File: src/ctc_pkg.sv
// ----------------------------------------------------------------------------
// Columnar transposition cipher package
// Shared types, register indexes and the key byte selector.
// ----------------------------------------------------------------------------
package ctc_pkg;

   localparam int KEY_REGS  = 4;
   localparam int KEY_W     = KEY_REGS * 64;
   localparam int DESC_NW   = 7;
   localparam int DESC_FW   = 6;
   localparam int OQ_DEPTH  = 4;
   localparam int OQ_PW     = 2;
   localparam int OQ_CW     = 3;

   typedef enum logic [2:0] {
      CSR_KEY0 = 3'd0,
      CSR_KEY1 = 3'd1,
      CSR_KEY2 = 3'd2,
      CSR_KEY3 = 3'd3,
      CSR_MODE = 3'd4
   } csr_index_type;

   typedef enum logic [1:0] {
      ST_IDLE,
      ST_RANK,
      ST_EMIT
   } back_state_type;

   typedef struct packed {
      logic [KEY_W-1:0] key;
      logic             decrypt;
   } cfg_type;

   // One finished message waiting for the back end.
   typedef struct packed {
      logic [DESC_NW-1:0] n;
      logic [DESC_FW-1:0] long_cols;
      logic [DESC_NW-1:0] rows;
      logic               ovf;
      logic               bank;
   } desc_type;

   typedef struct packed {
      logic [7:0] out_byte;
      logic       out_last;
      logic       overflow;
   } result_type;

   function automatic logic [7:0] key_byte(logic [KEY_W-1:0] key, logic [4:0] idx);
      return key[idx*8 +: 8];
   endfunction

endpackage

File: src/ctc_ram.sv
// ----------------------------------------------------------------------------
// Generic RAM
// One write port and one read port with registered read data.
// ----------------------------------------------------------------------------
module ctc_ram #(
   parameter int WIDTH = 8,
   parameter int DEPTH = 128
) (
   input  logic                     clock,
   input  logic                     wr_en,
   input  logic [$clog2(DEPTH)-1:0] wr_addr,
   input  logic [WIDTH-1:0]         wr_data,
   input  logic                     rd_en,
   input  logic [$clog2(DEPTH)-1:0] rd_addr,
   output logic [WIDTH-1:0]         rd_data
);
   logic [WIDTH-1:0] mem_ff [DEPTH];

   always_ff @(posedge clock) begin
      if (wr_en) begin
         mem_ff[wr_addr] <= wr_data;
      end
      if (rd_en) begin
         rd_data <= mem_ff[rd_addr];
      end
   end
endmodule

File: src/ctc_desc_q.sv
// ----------------------------------------------------------------------------
// Message descriptor queue
// Two entry queue between the loader and the permutation engine.
// ----------------------------------------------------------------------------
module ctc_desc_q (
   input  logic              clock,
   input  logic              reset,
   input  logic              push,
   input  ctc_pkg::desc_type push_desc,
   input  logic              pop,
   output logic              full,
   output logic              empty,
   output ctc_pkg::desc_type head
);
   import ctc_pkg::*;

   desc_type   slot_ff [2];
   logic       wp_ff, wp_in;
   logic       rp_ff, rp_in;
   logic [1:0] cnt_ff, cnt_in;

   assign full  = (cnt_ff == 2'd2);
   assign empty = (cnt_ff == 2'd0);
   assign head  = slot_ff[rp_ff];

   always_comb begin
      wp_in  = push ? ~wp_ff : wp_ff;
      rp_in  = pop  ? ~rp_ff : rp_ff;
      cnt_in = cnt_ff + {1'b0, push} - {1'b0, pop};
   end

   always_ff @(posedge clock) begin
      if (reset) begin
         wp_ff  <= 1'b0;
         rp_ff  <= 1'b0;
         cnt_ff <= 2'd0;
      end else begin
         wp_ff  <= wp_in;
         rp_ff  <= rp_in;
         cnt_ff <= cnt_in;
      end
      if (push) begin
         slot_ff[wp_ff] <= push_desc;
      end
   end

`ifndef SYNTHESIS
   a_no_push_full: assert property (@(posedge clock) disable iff (reset)
      full |-> !push) else $error("Descriptor pushed into a full queue.");
   a_no_pop_empty: assert property (@(posedge clock) disable iff (reset)
      empty |-> !pop) else $error("Descriptor popped from an empty queue.");
   a_cnt_range: assert property (@(posedge clock) disable iff (reset)
      cnt_ff != 2'd3) else $error("Descriptor count out of range.");
`endif
endmodule

File: src/ctc_front.sv
// ----------------------------------------------------------------------------
// Message loader
// Stores incoming bytes into one of two banks and closes each message.
// ----------------------------------------------------------------------------
module ctc_front #(
   parameter int MSG_MAX = 64,
   parameter int KEY_LEN = 32,
   localparam int AW = $clog2(MSG_MAX),
   localparam int NW = $clog2(MSG_MAX + 1),
   localparam int CW = $clog2(KEY_LEN)
) (
   input  logic              clock,
   input  logic              reset,
   input  logic              accept,
   input  logic [7:0]        in_byte,
   input  logic              in_last,
   output logic              wr_en,
   output logic [AW:0]       wr_addr,
   output logic [7:0]        wr_data,
   output logic              desc_push,
   output ctc_pkg::desc_type desc
);
   import ctc_pkg::*;

   logic [NW-1:0] cnt_ff, cnt_in, cnt_nx;
   logic [CW-1:0] col_ff, col_in, col_nx;
   logic [NW-1:0] row_ff, row_in, row_nx;
   logic          ovf_ff, ovf_in;
   logic          bank_ff, bank_in;
   logic          stored;

   always_comb begin
      stored = (cnt_ff < NW'(MSG_MAX));
      cnt_nx = cnt_ff;
      col_nx = col_ff;
      row_nx = row_ff;
      if (stored) begin
         cnt_nx = cnt_ff + 1'b1;
         if (col_ff == CW'(KEY_LEN - 1)) begin
            col_nx = '0;
            row_nx = row_ff + 1'b1;
         end else begin
            col_nx = col_ff + 1'b1;
         end
      end

      wr_en   = accept && stored;
      wr_addr = {bank_ff, cnt_ff[AW-1:0]};
      wr_data = in_byte;

      desc_push      = accept && in_last;
      desc.n         = DESC_NW'(cnt_nx);
      desc.long_cols = (col_nx == '0) ? DESC_FW'(KEY_LEN) : DESC_FW'(col_nx);
      desc.rows      = (col_nx == '0) ? DESC_NW'(row_nx) : DESC_NW'(row_nx) + 1'b1;
      desc.ovf       = ovf_ff || !stored;
      desc.bank      = bank_ff;

      cnt_in  = cnt_ff;
      col_in  = col_ff;
      row_in  = row_ff;
      ovf_in  = ovf_ff;
      bank_in = bank_ff;
      if (accept) begin
         if (in_last) begin
            cnt_in  = '0;
            col_in  = '0;
            row_in  = '0;
            ovf_in  = 1'b0;
            bank_in = ~bank_ff;
         end else begin
            cnt_in = cnt_nx;
            col_in = col_nx;
            row_in = row_nx;
            ovf_in = ovf_ff || !stored;
         end
      end
   end

   always_ff @(posedge clock) begin
      if (reset) begin
         cnt_ff  <= '0;
         col_ff  <= '0;
         row_ff  <= '0;
         ovf_ff  <= 1'b0;
         bank_ff <= 1'b0;
      end else begin
         cnt_ff  <= cnt_in;
         col_ff  <= col_in;
         row_ff  <= row_in;
         ovf_ff  <= ovf_in;
         bank_ff <= bank_in;
      end
   end

`ifndef SYNTHESIS
   a_ovf_on_drop: assert property (@(posedge clock) disable iff (reset)
      accept && !in_last && (cnt_ff == NW'(MSG_MAX)) |=> ovf_ff)
      else $error("Dropped item did not set the overflow flag.");
   a_cnt_bound: assert property (@(posedge clock) disable iff (reset)
      cnt_ff <= NW'(MSG_MAX)) else $error("Byte count beyond the store size.");
   a_bank_flip: assert property (@(posedge clock) disable iff (reset)
      desc_push |=> (bank_ff != $past(bank_ff)) && (cnt_ff == '0))
      else $error("Message end did not switch banks.");
`endif
endmodule

File: src/ctc_back.sv
// ----------------------------------------------------------------------------
// Permutation engine
// Ranks the key columns, then reads the stored message in permuted order.
// ----------------------------------------------------------------------------
module ctc_back #(
   parameter int MSG_MAX = 64,
   parameter int KEY_LEN = 32,
   localparam int AW = $clog2(MSG_MAX),
   localparam int NW = $clog2(MSG_MAX + 1),
   localparam int CW = $clog2(KEY_LEN)
) (
   input  logic              clock,
   input  logic              reset,
   input  ctc_pkg::cfg_type  cfg,
   input  logic              desc_valid,
   input  ctc_pkg::desc_type desc,
   output logic              desc_pop,
   output logic              rd_en,
   output logic [AW:0]       rd_addr,
   input  logic [7:0]        rd_data,
   input  logic              rsp_pop,
   output logic              rsp_empty,
   output logic [7:0]        rsp_out_byte,
   output logic              rsp_out_last,
   output logic              rsp_overflow
);
   import ctc_pkg::*;

   back_state_type state_ff, state_in;

   logic [CW-1:0] rc_ff, rc_in;
   logic [CW-1:0] colord_ff [KEY_LEN];
   logic [AW-1:0] start_ff  [KEY_LEN];
   logic [CW:0]   t_ff, t_in;
   logic [NW-1:0] r_ff, r_in;
   logic [NW-1:0] k_ff, k_in;
   logic [CW-1:0] dc_ff, dc_in;
   logic          inflight_ff, last_ff, ovf_ff;

   result_type     oq_ff [OQ_DEPTH];
   logic [OQ_PW-1:0] wp_ff, rp_ff;
   logic [OQ_CW-1:0] cnt_ff, cnt_in;

   logic [KEY_LEN-1:0] lt_vec, part_vec;
   logic [7:0]         kc;
   logic [CW-1:0]      rank;
   logic [12:0]        start_full;
   logic [CW-1:0]      col;
   logic [DESC_NW-1:0] len;
   logic [12:0]        cell_idx;
   logic               r_hit, credit, go, issue, msg_done, rank_we, oq_rd;

   // Column ranking: one column per cycle against all key bytes.
   always_comb begin
      kc = key_byte(cfg.key, 5'(rc_ff));
      for (int j = 0; j < KEY_LEN; j++) begin
         lt_vec[j] = (key_byte(cfg.key, 5'(j)) < kc) ||
                     ((key_byte(cfg.key, 5'(j)) == kc) && (CW'(j) < rc_ff));
         part_vec[j] = lt_vec[j] && (DESC_FW'(j) < desc.long_cols);
      end
      rank       = CW'($countones(lt_vec));
      start_full = 13'(rank) * 13'(desc.rows - 1'b1) + 13'($countones(part_vec));
   end

   always_comb begin
      msg_done = (DESC_NW'(k_ff) == desc.n);
      col      = colord_ff[t_ff[CW-1:0]];
      len      = (DESC_FW'(col) < desc.long_cols) ? desc.rows : desc.rows - 1'b1;
      r_hit    = (DESC_NW'(r_ff) < len);
      credit   = ({1'b0, cnt_ff} + {{OQ_CW{1'b0}}, inflight_ff}) < (OQ_CW+1)'(OQ_DEPTH);
      cell_idx = 13'(r_ff) * 13'(KEY_LEN) + 13'(col);
   end

   always_comb begin
      state_in = state_ff;
      case (state_ff)
         ST_IDLE: if (desc_valid) state_in = ST_RANK;
         ST_RANK: if (rc_ff == CW'(KEY_LEN - 1)) state_in = ST_EMIT;
         ST_EMIT: if (msg_done) state_in = ST_IDLE;
         default: state_in = ST_IDLE;
      endcase
   end

   always_comb begin
      rank_we  = 1'b0;
      go       = 1'b0;
      desc_pop = 1'b0;
      case (state_ff)
         ST_RANK: rank_we = 1'b1;
         ST_EMIT: begin
            go       = !msg_done && credit;
            desc_pop = msg_done;
         end
         default: ;
      endcase
      issue = go && (cfg.decrypt || r_hit);
      rd_en = issue;
      if (cfg.decrypt) begin
         rd_addr = {desc.bank, start_ff[dc_ff] + AW'(r_ff)};
      end else begin
         rd_addr = {desc.bank, cell_idx[AW-1:0]};
      end
   end

   always_comb begin
      rc_in = (state_ff == ST_RANK) ? rc_ff + 1'b1 : '0;
      t_in  = t_ff;
      r_in  = r_ff;
      k_in  = k_ff;
      dc_in = dc_ff;
      if (state_ff == ST_IDLE) begin
         t_in  = '0;
         r_in  = '0;
         k_in  = '0;
         dc_in = '0;
      end else if (go) begin
         if (cfg.decrypt) begin
            if (dc_ff == CW'(KEY_LEN - 1)) begin
               dc_in = '0;
               r_in  = r_ff + 1'b1;
            end else begin
               dc_in = dc_ff + 1'b1;
            end
         end else if (r_hit && (DESC_NW'(r_ff) + 1'b1 != len)) begin
            r_in = r_ff + 1'b1;
         end else begin
            r_in = '0;
            t_in = t_ff + 1'b1;
         end
         if (issue) begin
            k_in = k_ff + 1'b1;
         end
      end
   end

   always_comb begin
      oq_rd     = rsp_pop && (cnt_ff != '0);
      cnt_in    = cnt_ff + {{(OQ_CW-1){1'b0}}, inflight_ff} - {{(OQ_CW-1){1'b0}}, oq_rd};
      rsp_empty = (cnt_ff == '0);
      {rsp_out_byte, rsp_out_last, rsp_overflow} = oq_ff[rp_ff];
   end

   always_ff @(posedge clock) begin
      if (reset) begin
         state_ff    <= ST_IDLE;
         rc_ff       <= '0;
         t_ff        <= '0;
         r_ff        <= '0;
         k_ff        <= '0;
         dc_ff       <= '0;
         inflight_ff <= 1'b0;
         wp_ff       <= '0;
         rp_ff       <= '0;
         cnt_ff      <= '0;
      end else begin
         state_ff    <= state_in;
         rc_ff       <= rc_in;
         t_ff        <= t_in;
         r_ff        <= r_in;
         k_ff        <= k_in;
         dc_ff       <= dc_in;
         inflight_ff <= issue;
         cnt_ff      <= cnt_in;
         if (inflight_ff) begin
            wp_ff <= wp_ff + 1'b1;
         end
         if (oq_rd) begin
            rp_ff <= rp_ff + 1'b1;
         end
      end
      last_ff <= (DESC_NW'(k_ff) + 1'b1 == desc.n);
      ovf_ff  <= desc.ovf;
      if (inflight_ff) begin
         oq_ff[wp_ff] <= {rd_data, last_ff, ovf_ff};
      end
      if (rank_we) begin
         colord_ff[rank] <= rc_ff;
         start_ff[rc_ff] <= start_full[AW-1:0];
      end
   end

`ifndef SYNTHESIS
   a_oq_room: assert property (@(posedge clock) disable iff (reset)
      inflight_ff |-> cnt_ff < OQ_CW'(OQ_DEPTH))
      else $error("Read data arrived at a full result queue.");
   a_issue_bound: assert property (@(posedge clock) disable iff (reset)
      state_ff == ST_EMIT |-> DESC_NW'(k_ff) <= desc.n)
      else $error("More reads issued than bytes in the message.");
   a_emit_needs_desc: assert property (@(posedge clock) disable iff (reset)
      state_ff != ST_IDLE |-> desc_valid)
      else $error("Engine busy without a message descriptor.");
`endif
endmodule

File: src/columnar_transposition_cipher.sv
// ----------------------------------------------------------------------------
// Columnar transposition cipher
// Loads a message, then emits it permuted by key column order.
//
//   Channel  Direction  Handshake            Payload
//   req      in         req_push / req_full  req_in_byte, req_in_last
//   rsp      out        rsp_pop / rsp_empty  rsp_out_byte, rsp_out_last, rsp_overflow
//   csr      in         csr_valid/csr_ready  csr_index, csr_data
//
// Loading takes one item per cycle into one of two message banks while req_full is low.
// Each message then passes a start step, column ranking over all KEY_LEN key
// columns, one read per result byte, one extra step for every empty column in
// encrypt mode and a closing step; read data is registered in the RAM, then
// written to the result queue; reads pause while the four-entry queue has no room.
// A second message may load while the previous one is emitted; a third waits.
// Reset clears the key, mode and all counters; no clearing pass is needed.
// ----------------------------------------------------------------------------
module columnar_transposition_cipher #(
   parameter int MSG_MAX = 64,
   parameter int KEY_LEN = 32
) (
   input  logic        clock,
   input  logic        reset,
   input  logic        req_push,
   output logic        req_full,
   input  logic [7:0]  req_in_byte,
   input  logic        req_in_last,
   output logic        rsp_empty,
   input  logic        rsp_pop,
   output logic [7:0]  rsp_out_byte,
   output logic        rsp_out_last,
   output logic        rsp_overflow,
   input  logic        csr_valid,
   output logic        csr_ready,
   input  logic [2:0]  csr_index,
   input  logic [63:0] csr_data
);
   import ctc_pkg::*;

   localparam int AW = $clog2(MSG_MAX);
   localparam int RAM_DEPTH = 2 * (2 ** AW);

   cfg_type  cfg_ff, cfg_in;
   desc_type push_desc, head;
   logic     accept, desc_push, desc_pop, q_full, q_empty;
   logic     wr_en, rd_en;
   logic [AW:0] wr_addr, rd_addr;
   logic [7:0]  wr_data, rd_data;

   assign csr_ready = 1'b1;
   assign req_full  = q_full;
   assign accept    = req_push && !q_full;

   always_comb begin
      cfg_in = cfg_ff;
      if (csr_valid) begin
         case (csr_index)
            CSR_KEY0: cfg_in.key[0*64 +: 64] = csr_data;
            CSR_KEY1: cfg_in.key[1*64 +: 64] = csr_data;
            CSR_KEY2: cfg_in.key[2*64 +: 64] = csr_data;
            CSR_KEY3: cfg_in.key[3*64 +: 64] = csr_data;
            CSR_MODE: cfg_in.decrypt = csr_data[0];
            default: ;
         endcase
      end
   end

   always_ff @(posedge clock) begin
      if (reset) begin
         cfg_ff <= '0;
      end else begin
         cfg_ff <= cfg_in;
      end
   end

   ctc_front #(.MSG_MAX(MSG_MAX), .KEY_LEN(KEY_LEN)) u_front (
      .clock     (clock),
      .reset     (reset),
      .accept    (accept),
      .in_byte   (req_in_byte),
      .in_last   (req_in_last),
      .wr_en     (wr_en),
      .wr_addr   (wr_addr),
      .wr_data   (wr_data),
      .desc_push (desc_push),
      .desc      (push_desc)
   );

   ctc_desc_q u_queue (
      .clock     (clock),
      .reset     (reset),
      .push      (desc_push),
      .push_desc (push_desc),
      .pop       (desc_pop),
      .full      (q_full),
      .empty     (q_empty),
      .head      (head)
   );

   ctc_ram #(.WIDTH(8), .DEPTH(RAM_DEPTH)) u_ram (
      .clock   (clock),
      .wr_en   (wr_en),
      .wr_addr (wr_addr),
      .wr_data (wr_data),
      .rd_en   (rd_en),
      .rd_addr (rd_addr),
      .rd_data (rd_data)
   );

   ctc_back #(.MSG_MAX(MSG_MAX), .KEY_LEN(KEY_LEN)) u_back (
      .clock        (clock),
      .reset        (reset),
      .cfg          (cfg_ff),
      .desc_valid   (!q_empty),
      .desc         (head),
      .desc_pop     (desc_pop),
      .rd_en        (rd_en),
      .rd_addr      (rd_addr),
      .rd_data      (rd_data),
      .rsp_pop      (rsp_pop),
      .rsp_empty    (rsp_empty),
      .rsp_out_byte (rsp_out_byte),
      .rsp_out_last (rsp_out_last),
      .rsp_overflow (rsp_overflow)
   );
endmodule
File: config.mk
export PLATFORM = sky130hd
export DESIGN_NAME = columnar_transposition_cipher
export DESIGN_NICKNAME = d
export VERILOG_FILES = /design/src/ctc_pkg.sv /design/src/ctc_ram.sv /design/src/ctc_desc_q.sv /design/src/ctc_front.sv /design/src/ctc_back.sv /design/src/columnar_transposition_cipher.sv
export SDC_FILE = /design/constraint.sdc
export NUM_CORES = 2
export LEC_CHECK = 0
export BUFFER_PORTS_ARGS = -buffer_cell sky130_fd_sc_hd__buf_2
export CORE_MARGIN = 2
export CORE_UTILIZATION = 53
export DETAILED_ROUTE_END_ITERATION = 6
export GPL_TIMING_DRIVEN = 1
export PLACE_DENSITY = 0.8
export SYNTH_ARGS = -nofsm -noshare
export SYNTH_HDL_FRONTEND = slang
export SYNTH_SLANG_ARGS = --single-unit
File: constraint.sdc
create_clock -name clock -period 20.8 [get_ports clock]
set_input_delay 4.16 -clock clock [delete_from_list [all_inputs] [get_ports clock]]
set_output_delay 4.16 -clock clock [all_outputs]
set_load 0.02 [all_outputs]
; Yosys cells after proc, flatten, opt, wreduce, memory -nomap -nowiden
; Memory sizes are Yosys's and may differ from the RTL's. A register that Yosys moved wholly into a read port is not among the register bits.
; Cells that the tools add are included.
[word_totals]
inputBits = 81
n_memories = 5
output_inout_bits = 13
register_bits = 324
ram_bits = 1460
wordCells = 437
[mem_list]
columns = memory, words, word_bits, rd, rd_clocked_by_memory_dff, write_ports, line_no
row1 = u_ram.mem_ff, 128, 8, 1, 1, 1, ctc_ram.sv:17  ; logic [WIDTH-1:0] mem_ff [DEPTH];
row2 = u_back.start_ff, 32, 6, 1, 1, 1, ctc_back.sv:33  ; logic [AW-1:0] start_ff [KEY_LEN];
row3 = u_back.colord_ff, 32, 5, 1, 1, 1, ctc_back.sv:32  ; logic [CW-1:0] colord_ff [KEY_LEN];
row4 = u_queue.slot_ff, 2, 22, 1, 1, 1, ctc_desc_q.sv:17  ; desc_type slot_ff [2];
row5 = u_back.oq_ff, 4, 10, 1, 1, 1, ctc_back.sv:40  ; result_type oq_ff [OQ_DEPTH];
[op_classes]
magnitude_cmp = 100
mux = 40
add_sub_neg = 83
bitwise = 6
reduce_logical = 127
n_eq_ne = 49
shift = 1
multipliers = 1
[ops]
columns = operator, n
row1 = 8-bit == test, 32
row2 = 8-bit < comparator, 32
row3 = 256-bit by 9-bit variable part select with 8-bit output, 1
row4 = 6-bit adder, 17
row5 = 5-bit by 6-bit < comparator with 1-bit output (first input constant), 16
row6 = 5-bit < comparator (first input constant), 16
row7 = 5-bit adder, 15
row8 = 1-bit logical AND, 71
row9 = 7-bit two-way mux, 10
row10 = 1-bit by 1-bit adder with 2-bit output, 32
row11 = 4-bit by 6-bit < comparator with 1-bit output (first input constant), 8
row12 = 4-bit by 5-bit < comparator with 1-bit output (first input constant), 8
row13 = 5-bit two-way mux, 8
row14 = 7-bit by 1-bit adder with 7-bit output (second input constant), 5
row15 = 1-bit logical OR, 34
row16 = 3-bit by 6-bit < comparator with 1-bit output (first input constant), 4
row17 = 3-bit by 5-bit < comparator with 1-bit output (first input constant), 4
row18 = 2-bit AND reduction, 9
row19 = 5-bit by 1-bit adder with 5-bit output (second input constant), 3
row20 = 5-bit == test (second input constant), 3
row21 = 7-bit == test, 2
row22 = 1-bit two-way mux, 14
row23 = 5-bit by 13-bit multiplier with 6-bit output, 1
row24 = 1-bit by 6-bit < comparator with 1-bit output (first input constant), 2
row25 = 36 further kinds, 60

; Longest topological paths before layout
[logic_depth]
ltp_word = 11
mapped_depth = 50
depth_no_buf = 47

; Modules after synthesis
; From an unflattened synthesis, not the netlist that was laid out.
[hier_totals]
cells_unflattened = 4960
area_unflattened_um2 = 81992.4
[by_module_without_submodules]
columns = mod, area_each_um2, seq_area_each_um2, instances, cells_each
row1 = ctc_ram, 39745.6, 30989.7, 1, 1635
row2 = ctc_back, 28748.8, 12832.3, 1, 2132
row3 = columnar_transposition_cipher, 10127.2, 5144.9, 1, 912
row4 = ctc_desc_q, 1808.0, 1421.4, 1, 89
row5 = ctc_front, 1562.7, 420.4, 1, 192

; Least setup slack after synthesis
; Ideal clock, no wire load.
[synth_timing]
kind = flip-flop to flip-flop
from = register u_back.rc_ff[0]
to = memory u_back.start_ff[0][5] in the netlist's numbering (data pin)
setup_time_ns = 0.387
n_path_buf = 4
period_less_slack_ns = 14.930
required_time_ns = 20.413
arrival_time_ns = 14.543
path_slack_ns = 5.870
stages_incl_launch_ff = 50
cell_sequence = dfxtp_1 -> buf_2 -> buf_2 -> buf_1 -> buf_1 -> mux4_2 -> mux2i_1 -> a211oi_1 -> nor2_1 -> ha_1 -> nor2b_1 -> o21a_1 -> o21a_1 -> o21a_1 -> o21a_1 -> o21ai_0 -> nand2b_1 -> a21oi_1 -> [14 not listed] -> and2_1 -> ha_1 -> ha_1 -> inv_1 -> fa_1 -> inv_1 -> fa_1 -> fa_1 -> inv_1 -> fa_1 -> inv_1 -> ha_1 -> inv_1 -> o21bai_1 -> a21oi_1 -> xnor2_1 -> xnor2_1 -> xnor2_1
[synth_between]
elab_chain_cells = 11
word_cells_on_any_way = 257
cone_classes = add/sub: 63 / mul: 1 / order compare: 64 / eq/ne: 32 / shift: 1 / reduce/logical: 96
[synth_lines]
columns = element, line_no
row1 = start: declaration, ctc_back.sv:31  ; logic [CW-1:0] rc_ff, rc_in;
row2 = start signal: assignment, ctc_back.sv:157  ; rc_ff <= rc_in;
row3 = branches (longest 10 deep; another with 5-bit by 13-bit multiplier with 6-bit output), -
row4 = 6-bit adder *, ctc_back.sv:62  ; start_full = 13'(rank) * 13'(desc.rows - 1'b1) + 13'($countones(part_vec));
row5 = named net u_back.start_full[5], ctc_back.sv:47  ; logic [12:0] start_full;
row6 = end: declaration, ctc_back.sv:33
; Mark *: on every way through the listed nets, which the timed path passes.

; Final worst setup path
[layout_timing]
from = register u_back.rc_ff[0]
to = memory u_back.start_ff[2][5] in the netlist's numbering (data pin)
; The elaborated chain is that of the path after synthesis.

==> results.json <==
{
  "synth_top_area_share": 0.530,
  "start_kind": "flip-flop",
  "drive_gt1_frac": 0.105,
  "synth.most_common_cell": "edfxtp_1",
  "drv_slew": 3,
  "synthCells": 6465,
  "netlist_area_mm2": 0.0831,
  "fin_crit_sh": 0.681,
  "num_io_pins": 94,
  "antenna_left": 0,
  "ys_ff_latch": 1804,
  "routed_wl_mm": 227,
  "numCtsBuffers": 176,
  "syn_to_final_growth_pct": 9.51,
  "grtUsageTotal": 0.282,
  "cts_setup_buffers": 0,
  "grt_pass1_wl_mm": 339,
  "clock_path_buffers": 3,
  "rows": 145,
  "final-seq-area_mm2": 0.0508,
  "nFillCells": 11600,
  "port_buffers": 92,
  "async_flop_share": 0,
  "crit_fanout": 40,
  "clk_pin_slew_ns": 0.06,
  "netlist_top_cells_area": "edfxtp_1 (53%), dfxtp_1 (8.1%), ha_1 (5.3%)",
  "gr-total-overflow": 0,
  "critPathCaptureType": "flip-flop",
  "nNetsFinal": 6943,
  "hold_viol_final": 0,
  "cts_resized": 0,
  "violations": "design-rule violations, max-capacitance violations, max-slew violations",
  "die_h_um": 400,
  "avgSynthCellArea_um2": 12.9,
  "clock_latency_ns": 0.85,
  "grt_pass1_vias": 54000,
  "antenna_found_initial": 9,
  "highest_layer": "met5",
  "numClockSinks": 1804,
  "via_count": 55900,
  "timing.hold.worst.class": "flip-flop to flip-flop",
  "hpwl_mm": 147,
  "post-place-ws_ns": 6.40,
  "multi_input_area_mm2": 0.0298,
  "core_area_mm2": 0.156,
  "drt-vias-per-instance": 6.46,
  "whs_ns": 0.472,
  "crit_top_cell": "fa_1",
  "rsz0062_at_grt": "false",
  "synth_common_cells": "edfxtp_1 (1468), nand2_1 (992), a21oi_1 (586), ha_1 (353), dfxtp_1 (336)",
  "fmaxAchievable_mhz": 70.6,
  "r2r_setup_slack_ns": 6.64,
  "critical_path_class": "flip-flop to flip-flop",
  "yosysSeqAreaShare": 0.611,
  "hold_buffers": 0,
  "wl_per_cell_um": 26.3,
  "crit_slowest_cell": "nor2_2",
  "gp_congestion": 0.989,
  "worstPathArrival_ns": 14.81,
  "synthFlopType": "edfxtp_1",
  "final.min_clock_period_ns": 14.16,
  "setup_viol": 0,
  "fin_ws_ns": 6.64,
  "grt_max_degree": 207,
  "wl_met2_mm": 104,
  "drv_cap": 1,
  "drt-initial-drc-count": 8052,
  "cts-root-buf": "clkbuf_16",
  "fin_worst_skew_ns": 0.0702,
  "wl_met1_mm": 85.9,
  "yosys_warnings": 0,
  "max_slew_margin": -0.0312,
  "firstDrtPassIters": 7,
  "dr_wl_met3_mm": 25.5,
  "status": "finished with violations",
  "initial_utilization": 0.533,
  "synth-edff-count": 1468,
  "synth_nets": 6962,
  "crit_required_ns": 21.45,
  "synthDistinctLibCells": 98,
  "max_stage_delay_ns": 0.78,
  "die_x_um": 400,
  "htreeDepth": 4,
  "drc": 2,
  "synth_area_leader_cell": "edfxtp_1",
  "finalSetupTns_ns": 0,
  "cts_tree": "built",
  "die-area_mm2": 0.160,
  "tightest_slew_ns": 1.53
}
-- final cells by class --
cell class                 count  share of cell area
clock buffer                 218              0.0515
clock inverter               105              0.0133
inverter                     200             0.00825
sequential                  1804               0.558
antenna                        4            0.000110
timing repair buffer         172              0.0123
tap                         2058              0.0283
multi-input combinational   4092               0.328
-- metrics by stage --
step                      instances  cell area (um^2)   util
final                          8653             91000  0.583
after global routing           8650             91000  0.583
after CTS                      8647             91000  0.583
after detailed placement       8324             85100  0.545
after global placement         8324             85100  0.545
after floorplan                6465             83100      -
-- logic make-up after synthesis --
group           Yosys count  synth area share
simple gates           1860             0.101
flops                  1804             0.611
compound gates         1259            0.0974
buf+inv                 569            0.0315
mux                     469            0.0810
fa+ha+maj               416            0.0683
xor+xnor                 87           0.00933
other cells               1         0.0000451
-- worst max-delay path: cells and delay by family (launching register included) --
| kind | cells | cell delay (ns) |
|---|---|---|
| AND/OR/NAND/NOR | 4 | 1.11 |
| buffers and inverters | 12 | 1.88 |
| XOR/XNOR | 4 | 1.19 |
| flip-flops | 1 | 0.70 |
| AO/OA/AOI/OAI | 9 | 1.78 |
| multiplexers | 2 | 0.72 |
| adder cells (fa/ha/maj) | 16 | 6.51 |
-- layer usage --
layer / track usage / vias to the layer above
met3: 0.0596 / 702
met2: 0.440 / 3596
met4: 0.129 / 10
met5: 0 / -
met1: 0.380 / 27500
li1: - / 24100
-- worst paths after layout --
check                                           start                     to  cells after the start
worst max-delay path                  u_back.rc_ff[0]  u_back.start_ff[2][5]                     47
worst min-delay path            u_queue.slot_ff[0][1]          u_back.ovf_ff                      1
worst max register to register        u_back.rc_ff[0]  u_back.start_ff[2][5]                     47
worst min register to register  u_queue.slot_ff[0][1]          u_back.ovf_ff                      1
-- placed cells by master, fill, tap and decap left out, types with 160 or more instances in the layout --
cell type,synthesis,layout
edfxtp_1,1468,1468
nand2_1,992,990
a21oi_1,586,586
ha_1,353,353
dfxtp_1,336,326
nor2_1,299,292
mux2i_1,294,290
inv_1,198,198
clkbuf_16,0,178
mux4_2,160,160
-- registers in the layout, summed over array words and instances, names as in the netlist, 8 cells and up, named ones only --
| signal | flops |
|---|---|
| u_back.start_ff | 192 |
| u_ram.rd_data | 8 |
| cfg_ff | 257 |
| u_back.colord_ff | 160 |
| u_queue.slot_ff | 44 |
| u_ram.mem_ff | 1024 |
| u_back.oq_ff | 40 |
Power is left out: the tool's default activity adds up to more than one toggle a clock period on the data nets, which glitch-free logic cannot reach.
